### src/rtl/fmmp_pkg.sv
package fmmp_pkg;

  // result width and modulus
  localparam int FIB_W = 20;
  localparam logic [FIB_W-1:0] FIB_MOD = 20'd1000000;

  // multiplier digit size and number of digits per product
  localparam int DIGIT_W = 2;
  localparam int MUL_DIGITS = FIB_W / DIGIT_W;

  localparam int DEF_INDEX_BITS = 64;

  typedef struct packed {
    logic             start;
    logic [FIB_W-1:0] x;
    logic [FIB_W-1:0] y;
  } mm_req_t;

  typedef struct packed {
    logic             done;
    logic [FIB_W-1:0] prod;
  } mm_rsp_t;

  typedef enum logic [3:0] {
    S_IDLE,
    S_ISSUE_B,
    S_WAIT_B,
    S_ISSUE_C,
    S_WAIT_C,
    S_ISSUE_X,
    S_WAIT_X,
    S_FINISH
  } fmmp_state_t;

endpackage

### src/rtl/fmmp_modmul.sv
module fmmp_modmul
  import fmmp_pkg::*;
(
  input  logic    clk,
  input  logic    rst,
  input  mm_req_t req,
  output mm_rsp_t rsp
);

  localparam int T_W = FIB_W + 3;
  localparam int CNT_W = $clog2(MUL_DIGITS);

  logic             busy;
  logic             done;
  logic [CNT_W-1:0] cnt;
  logic [FIB_W-1:0] acc;
  logic [FIB_W-1:0] x_r;
  logic [FIB_W-1:0] y_r;

  logic [DIGIT_W-1:0] digit;
  logic [FIB_W+1:0]   dx;
  logic [T_W-1:0]     t;
  logic [T_W-1:0]     r;
  logic               last;

  // radix-4 interleaved step: acc = (4*acc + digit*x) mod m, t stays below 7m
  always_comb begin
    digit = y_r[FIB_W-1 -: DIGIT_W];
    unique case (digit)
      2'd0: dx = '0;
      2'd1: dx = {2'b00, x_r};
      2'd2: dx = {1'b0, x_r, 1'b0};
      default: dx = {2'b00, x_r} + {1'b0, x_r, 1'b0};
    endcase
    t = {1'b0, acc, 2'b00} + {1'b0, dx};
    r = t;
    for (int k = 1; k < 7; k++) begin
      if (t >= T_W'(k) * {3'b000, FIB_MOD}) begin
        r = t - T_W'(k) * {3'b000, FIB_MOD};
      end
    end
    last = (cnt == CNT_W'(MUL_DIGITS - 1));
  end

  always_ff @(posedge clk) begin
    if (rst) begin
      busy <= 1'b0;
      done <= 1'b0;
    end else begin
      done <= busy && last;
      if (req.start) begin
        busy <= 1'b1;
      end else if (busy && last) begin
        busy <= 1'b0;
      end
    end
  end

  always_ff @(posedge clk) begin
    if (req.start) begin
      x_r <= req.x;
      y_r <= req.y;
      acc <= '0;
      cnt <= '0;
    end else if (busy) begin
      acc <= r[FIB_W-1:0];
      y_r <= {y_r[FIB_W-DIGIT_W-1:0], {DIGIT_W{1'b0}}};
      cnt <= cnt + CNT_W'(1);
    end
  end

  assign rsp.done = done;
  assign rsp.prod = acc;

endmodule

### src/rtl/fibonacci_mod_matrix_power.sv
// fibonacci_mod_matrix_power: F(index) mod 1000000 by 2x2 matrix square-and-multiply
// each index bit costs three modular products on the one shared
// radix-4 modular multiplier (two bits of the multiplier per cycle)
// one index at a time (in_stall until idle); a finished result waits in the output register
// reset: synchronous active-high rst returns the sequencer to idle and drops out_valid
module fibonacci_mod_matrix_power
  import fmmp_pkg::*;
#(
  parameter int INDEX_BITS = DEF_INDEX_BITS
) (
  input  logic             clk,
  input  logic             rst,
  input  logic             in_valid,
  output logic             in_stall,
  input  logic [63:0]      index,
  output logic             out_valid,
  input  logic             out_stall,
  output logic [FIB_W-1:0] fib_mod
);

  localparam int RND_W = $clog2(INDEX_BITS + 1);

  // the accumulated power is kept as [[b+c, b], [b, c]]: b = F(k), c = F(k-1)
  fmmp_state_t state, state_next;
  logic [INDEX_BITS-1:0] n_r, n_r_next;
  logic [RND_W-1:0]      rounds, rounds_next;
  logic [FIB_W-1:0]      b, b_next;
  logic [FIB_W-1:0]      c, c_next;
  logic [FIB_W-1:0]      bsq, bsq_next;      // b*b of this round
  logic [FIB_W-1:0]      sumsq, sumsq_next;  // b*b + c*c, the new c after squaring
  logic                  out_valid_next;
  logic [FIB_W-1:0]      fib_mod_next;

  mm_req_t mm_req;
  mm_rsp_t mm_rsp;

  logic [FIB_W-1:0] b_plus_c;
  logic [FIB_W-1:0] b_plus_2c;
  logic [FIB_W-1:0] sq_b;
  logic [FIB_W-1:0] sq_c;

  function automatic logic [FIB_W-1:0] add_mod(input logic [FIB_W-1:0] x,
                                                input logic [FIB_W-1:0] y);
    logic [FIB_W:0] s;
    s = {1'b0, x} + {1'b0, y};
    if (s >= {1'b0, FIB_MOD}) begin
      s = s - {1'b0, FIB_MOD};
    end
    return s[FIB_W-1:0];
  endfunction

  fmmp_modmul u_modmul (
    .clk (clk),
    .rst (rst),
    .req (mm_req),
    .rsp (mm_rsp)
  );

  // squaring: new b = b*(a+c) = b*(b+2c), new c = b*b + c*c
  assign b_plus_c  = add_mod(b, c);
  assign b_plus_2c = add_mod(b_plus_c, c);
  assign sq_b      = mm_rsp.prod;
  assign sq_c      = add_mod(bsq, mm_rsp.prod);

  assign in_stall = (state != S_IDLE);

  always_ff @(posedge clk) begin
    if (rst) begin
      state     <= S_IDLE;
      out_valid <= 1'b0;
    end else begin
      state     <= state_next;
      out_valid <= out_valid_next;
    end
  end

  always_ff @(posedge clk) begin
    n_r     <= n_r_next;
    rounds  <= rounds_next;
    b       <= b_next;
    c       <= c_next;
    bsq     <= bsq_next;
    sumsq   <= sumsq_next;
    fib_mod <= fib_mod_next;
  end

  always_comb begin
    state_next   = state;
    n_r_next     = n_r;
    rounds_next  = rounds;
    b_next       = b;
    c_next       = c;
    bsq_next     = bsq;
    sumsq_next   = sumsq;
    fib_mod_next = fib_mod;
    mm_req       = '0;

    // output register drains independently of the sequencer
    out_valid_next = out_valid && out_stall;

    unique case (state)
      S_IDLE: begin
        if (in_valid) begin
          // start from the identity matrix, only the low INDEX_BITS bits count
          n_r_next    = index[INDEX_BITS-1:0];
          rounds_next = RND_W'(INDEX_BITS);
          b_next      = '0;
          c_next      = FIB_W'(1);
          state_next  = S_ISSUE_B;
        end
      end
      S_ISSUE_B: begin
        mm_req.start = 1'b1;
        mm_req.x     = b;
        mm_req.y     = b;
        state_next   = S_WAIT_B;
      end
      S_WAIT_B: begin
        if (mm_rsp.done) begin
          bsq_next   = mm_rsp.prod;
          state_next = S_ISSUE_C;
        end
      end
      S_ISSUE_C: begin
        mm_req.start = 1'b1;
        mm_req.x     = c;
        mm_req.y     = c;
        state_next   = S_WAIT_C;
      end
      S_WAIT_C: begin
        if (mm_rsp.done) begin
          sumsq_next = sq_c;
          state_next = S_ISSUE_X;
        end
      end
      S_ISSUE_X: begin
        mm_req.start = 1'b1;
        mm_req.x     = b;
        mm_req.y     = b_plus_2c;
        state_next   = S_WAIT_X;
      end
      S_WAIT_X: begin
        if (mm_rsp.done) begin
          // index bit set: multiply by [[1,1],[1,0]], which shifts (b, c) to (b+c, b)
          if (n_r[INDEX_BITS-1]) begin
            b_next = add_mod(sq_b, sumsq);
            c_next = sq_b;
          end else begin
            b_next = sq_b;
            c_next = sumsq;
          end
          n_r_next    = n_r << 1;
          rounds_next = rounds - RND_W'(1);
          if (rounds == RND_W'(1)) begin
            state_next = S_FINISH;
          end else begin
            state_next = S_ISSUE_B;
          end
        end
      end
      S_FINISH: begin
        // wait for room in the output register
        if (!out_valid || !out_stall) begin
          fib_mod_next   = b;
          out_valid_next = 1'b1;
          state_next     = S_IDLE;
        end
      end
      default: begin
        state_next = S_IDLE;
      end
    endcase
  end

  // every product from the shared unit is fully reduced
  assert property (@(posedge clk) disable iff (rst)
    mm_rsp.done |-> (mm_rsp.prod < FIB_MOD))
    else $error("modular product out of range");

  // matrix entries stay reduced while a transaction is in flight
  assert property (@(posedge clk) disable iff (rst)
    (state == S_ISSUE_B || state == S_ISSUE_C || state == S_ISSUE_X || state == S_FINISH)
      |-> (b < FIB_MOD && c < FIB_MOD))
    else $error("matrix entry out of range");

  // a new result only appears when the sequencer finishes
  assert property (@(posedge clk) disable iff (rst)
    $rose(out_valid) |-> ($past(state) == S_FINISH))
    else $error("result produced outside finish");

  // the shared unit is only started by an issue state
  assert property (@(posedge clk) disable iff (rst)
    mm_req.start |=> (state == S_WAIT_B || state == S_WAIT_C || state == S_WAIT_X))
    else $error("multiplier started without a wait state");

endmodule

### config.mk
export PLATFORM = sky130hd
export DESIGN_NAME = fibonacci_mod_matrix_power
export DESIGN_NICKNAME = d
export VERILOG_FILES = /design/src/rtl/fmmp_pkg.sv /design/src/rtl/fmmp_modmul.sv /design/src/rtl/fibonacci_mod_matrix_power.sv
export SDC_FILE = /design/constraint.sdc
export NUM_CORES = 1
export LEC_CHECK = 0
export ABC_CLOCK_PERIOD_IN_PS = 7500
export BUFFER_PORTS_ARGS = -buffer_cell sky130_fd_sc_hd__buf_4
export CAP_MARGIN = 20
export CORE_ASPECT_RATIO = 0.9
export CORE_MARGIN = 2
export CORE_UTILIZATION = 35
export DETAILED_ROUTE_END_ITERATION = 12
export MAX_ROUTING_LAYER = met4
export PLACE_DENSITY = 0.6
export REMOVE_ABC_BUFFERS = 1
export SYNTH_ARGS = -nofsm -noshare
export SYNTH_HDL_FRONTEND = slang
export SYNTH_HIERARCHICAL = 1
export SYNTH_SLANG_ARGS = --single-unit
### constraint.sdc
create_clock -name clk -period 7.5 [get_ports clk]
set_input_delay 1.5 -clock clk [delete_from_list [all_inputs] [get_ports clk]]
set_output_delay 1.5 -clock clk [all_outputs]
set_load 0.01 [all_outputs]
Word-level counts from Yosys, hierarchy flattened. Cells that the tools add are included.

Add/subtract/negate cells: 18. Magnitude comparators: 10. Equal/unequal tests: 16. Muxes and demuxes: 39. Reduce and logical (&&, ||, !) cells: 16.

Operators with widths (number): 20-bit 2-to-1 mux (18); 20-bit subtractor (second input constant) (10); 64-bit 2-to-1 mux (2); 64-bit one-hot mux with 2 select lines (1); 41-bit one-hot mux with 3 select lines (1); 20-bit by 20-bit adder with 21-bit output (4); 21-bit by 20-bit greater-or-equal comparator with 1-bit output (second input constant) (4); 20-bit one-hot mux with 2 select lines (2); 22-bit one-hot mux with 3 select lines (1); 23-bit by 22-bit greater-or-equal comparator with 1-bit output (second input constant) (2); 23-bit greater-or-equal comparator (second input constant) (2); 4-bit one-hot mux with 8 select lines (1); 22-bit by 22-bit adder with 23-bit output (1); 23-bit by 20-bit greater-or-equal comparator with 1-bit output (second input constant) (1); 23-bit by 21-bit greater-or-equal comparator with 1-bit output (second input constant) (1); 20-bit by 21-bit adder with 22-bit output (1); 4-bit 2-to-1 mux (5); 4-bit by 3-bit equality test with 1-bit output (second input constant) (4); 7-bit 2-to-1 mux (2); 7-bit one-hot mux with 2 select lines (1); 4-bit by 2-bit equality test with 1-bit output (second input constant) (2); 7-bit by 1-bit equality test with 1-bit output (second input constant) (1); 7-bit by 1-bit subtractor with 7-bit output (second input constant) (1); 2-bit by 1-bit inequality test with 1-bit output (second input constant) (3); other kinds (18) (28).

Register bits after elaboration: 242. Bits of input ports: 68. Logic and storage cells: 114.

Longest topological paths before layout.
Depth after elaboration: 10. Mapped depth: 35. Depth with buffers taken out: 32.

Hierarchy. Netlist, hierarchy kept.

Modules (own cells, without submodules): fibonacci_mod_matrix_power (times used 1, cells each 1393, area an instance 12952.4 um^2, seq. area each 5215.0 um^2); fmmp_modmul (times used 1, cells each 836, area an instance 6914.1 um^2, seq. area each 1721.7 um^2).

Worst setup path before layout. OpenSTA, ideal clock, no wires.

Path type: input to register. Start: in in_valid. End: reg b[0], enable pin. Setup time: 617 ps. Arrival time: 6939 ps. Required time: 6883 ps. Path slack: -57 ps. Cell stages on the path: 2. Path buffers: 0. Path through: nand3_1 > a21oi_1.

Word-level cells in the longest chain between the ends: 2.

Ends and longest elaborated chain: start: declaration (RTL line fibonacci_mod_matrix_power.sv:13) `input logic in_valid,`; 2-bit inequality test (no line); 3-bit AND reduction (no line); end signal: assignment (RTL line fibonacci_mod_matrix_power.sv:80) `b <= b_next;`; end: declaration (RTL line fibonacci_mod_matrix_power.sv:27) `logic [FIB_W-1:0] b, b_next;`.

Every way passes these cells. A chain may end at the register's enable or synchronous reset.

==> flow_metrics.py <==
metrics = {
    "routing": {
        "drt_first_pass_iters": 5,
        "dr.first_iter.drc_count": 1247,
        "routed_wirelength_mm": 60.78,
        "drcViolationCount": 0,
        "routed_via_density": 5.655,
        "postRouteAntennaNets": 0,
        "avgRoutedWirePerCell_um": 19.50,
        "vias": 17630,
    },
    "timing": {
        "finalCritPeriodShare_pct": 95.14,
        "setup_viol": 0,
        "drv_slew": 0,
        "fin_ws_ns": 0.3644,
        "fin_skew_ns": 0.01987,
        "finalHoldViolCount": 0,
        "worst_slew_pin_slew_ns": 1.085,
        "fmax_ghz": 0.1401,
        "max_slew_margin_pct": 27.68,
        "timing.hold.ws_ns": 0.5066,
        "min_period_ns": 7.136,
    },
    "placed_design": {
        "io_buffers": 89,
        "place_congestion": 0.9738,
        "placedInstanceArea_mm2": 0.02169,
        "place_ws_ns": -0.04833,
        "place_hpwl_mm": 45.65,
        "placed_cells": 3057,
    },
    "outcome": {
        "status": "complete, no violations",
    },
    "synth": {
        "synth_area_per_cell_um2": 8.913,
        "synthArstFlopShare_pct": 0,
        "ys.flop_type": "edfxtp_1",
        "netlist_instances": 2229,
        "synth_edf_count": 211,
        "yosysWarningCount": 6,
        "netlist_area_mm2": 0.01987,
        "yosysSeqAreaShare_pct": 34.92,
        "ys_ff_latch": 241,
        "synth.distinct_cells": 107,
    },
    "grt": {
        "grt_use_total_pct": 20.84,
        "antenna_found_initial": 0,
        "grt_max_degree": 83,
        "grt_pass1_vias": 16520,
        "grt_pass1_wl_mm": 94.01,
        "gr-total-overflow": 0,
    },
    "pwr": {
        "p_total_mw": 8.133,
        "ir_drop_mv": 0.1891,
        "p_leak_nw": 9.086,
        "power_density_mw_per_mm2": 355.3,
    },
    "worst_setup_path": {
        "crit_fanout": 10,
        "end_kind": "register",
        "critPathKind": "reg -> reg",
        "required_ns": 7.82,
        "slowest_stage": "a2111oi_4",
        "cp-start-kind": "register",
        "arrival_ns": 7.45,
        "slowest_delay_ns": 0.49,
    },
    "cts": {
        "clk_pin_slew_worst_paths_ns": 0.06,
        "cts_tree": "yes",
        "root_buffer": "clkbuf_16",
        "htreeDepth": 1,
        "cts_made_buffers": 28,
        "clk_path_buf_depth": 3,
        "clock_latency_ns": 0.57,
        "clock_sinks": 241,
    },
    "finish": {
        "finalNonFillerCells": 3117,
        "finalNetCount": 2562,
        "postLayoutCellArea_mm2": 0.02289,
        "syn_to_final_growth_pct": 15.22,
        "diodes": 0,
        "fill_cells": 5534,
        "drive_gt1_share_pct": 14.40,
    },
    "die": {
        "fp.coreArea_mm2": 0.05592,
        "die_area_mm2": 0.05869,
        "io_pins": 90,
        "die_h_um": 230.0,
        "initial_core_util_pct": 35.53,
        "die_w_um": 255.1,
        "rows": 82,
    },
    "min_path": {
        "min_path_type": "reg -> reg",
    },
    "job": {
        "maxCapViolations": 0,
    },
}
## synth_stat cells (7+ instances only)
cell type / instances / area share [%]
and2_1: 21 / 0.66
or3_1: 9 / 0.28
nand2_1: 339 / 6.4
dfxtp_1: 30 / 3.0
o21ai_1: 7 / 0.18
and3_1: 22 / 0.69
mux2i_1: 46 / 2.3
nor2b_1: 33 / 1.0
o21ai_0: 101 / 2.5
mux2_2: 27 / 1.5
o21a_1: 25 / 0.94
nor2_1: 189 / 3.6
a21o_1: 38 / 1.4
o22ai_1: 12 / 0.38
buf_2: 15 / 0.38
nand2b_1: 16 / 0.50
buf_1: 8 / 0.15
a211o_1: 10 / 0.44
o31ai_1: 14 / 0.53
o21bai_1: 7 / 0.26
inv_1: 77 / 1.5
or2_2: 12 / 0.38
nand3b_1: 9 / 0.34
a21oi_1: 140 / 3.5
clkbuf_1: 63 / 1.2
nor3b_1: 9 / 0.34
edfxtp_1: 211 / 32
xnor2_1: 96 / 4.2
o31a_1: 8 / 0.35
o211ai_1: 23 / 0.87
a21boi_0: 12 / 0.45
nand4_1: 26 / 0.82
nand3_1: 65 / 1.6
a311oi_1: 12 / 0.53
a22oi_1: 10 / 0.38
xor2_1: 48 / 2.1
a22o_1: 33 / 1.5
a31oi_1: 25 / 0.79
nor3_1: 38 / 0.96
a2111oi_0: 7 / 0.31
a211oi_1: 27 / 1.0
nor4_1: 12 / 0.38
ha_1: 149 / 9.4
## logic make-up (layout without fill, tap and decap cells)
family | after synthesis | after routing | synth area share (%)
compound gates | 613 | 613 | 22.00
xor+xnor | 145 | 145 | 6.430
fa+ha+maj | 155 | 155 | 9.989
buf+inv | 171 | 303 | 3.445
flops | 241 | 241 | 34.92
mux | 73 | 73 | 3.848
simple gates | 831 | 831 | 19.37
## path summary, 6_finish.rpt
kind	from	to	slack (ns)	cells after the start
setup / recovery	c[0]$_SDFFCE_PN1P_	u_modmul/y_r[16]$_DFFE_PP_	0.36	31
hold / removal	n_r[46]$_DFFE_PP_	n_r[47]$_DFFE_PP_	0.51	2
setup reg to reg	c[0]$_SDFFCE_PN1P_	u_modmul/y_r[16]$_DFFE_PP_	0.36	31
hold reg to reg	n_r[46]$_DFFE_PP_	n_r[47]$_DFFE_PP_	0.51	2
## layout make-up
type                            count  area [um2]  area share [%]
Clock buffer                       37       744.5           3.252
Clock inverter                     15       147.6          0.6450
Inverter                           79       296.5           1.296
Multi-Input combinational cell   1817       12520           54.70
Sequential cell                   241        6937           30.30
Tap cell                          756       945.9           4.132
Timing Repair Buffer              172        1299           5.674
## metrics by stage
step / setup TNS (ns) / utilization, %
final: 0 / 40.94
after global routing: -0.7689 / 40.94
after CTS: 0 / 40.40
after detailed placement: -0.08783 / 38.79
after global placement: 0 / 38.79
after floorplan: -3.986 / -
## cell usage in the layout (no fill, tap or decap), types with 28 or more instances in the layout
cell | Yosys | final
o21ai_0 | 101 | 95
nand3_1 | 65 | 64
dfxtp_1 | 30 | 30
ha_1 | 149 | 142
mux2i_1 | 46 | 46
buf_4 | 4 | 170
clkbuf_16 | 0 | 28
a21oi_1 | 140 | 134
nor2b_1 | 33 | 32
nor2_1 | 189 | 186
edfxtp_1 | 211 | 211
inv_1 | 77 | 76
nand2_1 | 339 | 339
xor2_1 | 48 | 47
nor3_1 | 38 | 36
xnor2_1 | 96 | 95
a21o_1 | 38 | 38
a22o_1 | 33 | 33
## sequential cells by signal, indices dropped and copies added, names as in the netlist, 20 cells and up
signal        flops
sumsq            20
u_modmul/acc     20
bsq              20
u_modmul/x_r     20
b                20
n_r              64
c                20
u_modmul/y_r     20
fib_mod          20
## critical path, delay by kind of cell, from the launching register on
kind / cells / cell delay, ns
multiplexers: 1 / 0.27
buffers and inverters: 4 / 0.67
adder cells (fa/ha/maj): 4 / 1.17
AO/OA/AOI/OAI: 13 / 2.56
XOR/XNOR: 3 / 0.52
flip-flops: 1 / 0.35
AND/OR/NAND/NOR: 6 / 1.33
## power breakdown
part,internal [mW],switching (mW),leakage (nW),total (mW)
logic,1.92,3.03,6.41,4.95
registers,1.63,0.203,2.25,1.84
clock network,0.771,0.576,0.429,1.35
total,4.33,3.81,9.09,8.13
## metal layers
metal | global-route usage (%) | part of all wire (%)
met4 | 5.464 | 2.8
met5 | - | 0
met2 | 32.01 | 44
met3 | 2.388 | 6.1
met1 | 29.05 | 47
## timing repair
item / in CTS / in global routing
pin swaps: 0 / 36
gates resized for setup: 2 / 51
endpoints found under the setup margin: 12 / 16
endpoints found under the hold margin: 0 / 0
hold buffers: 0 / 0
buffers inserted: 0 / 8
Power figures use the tool's default switching activity.
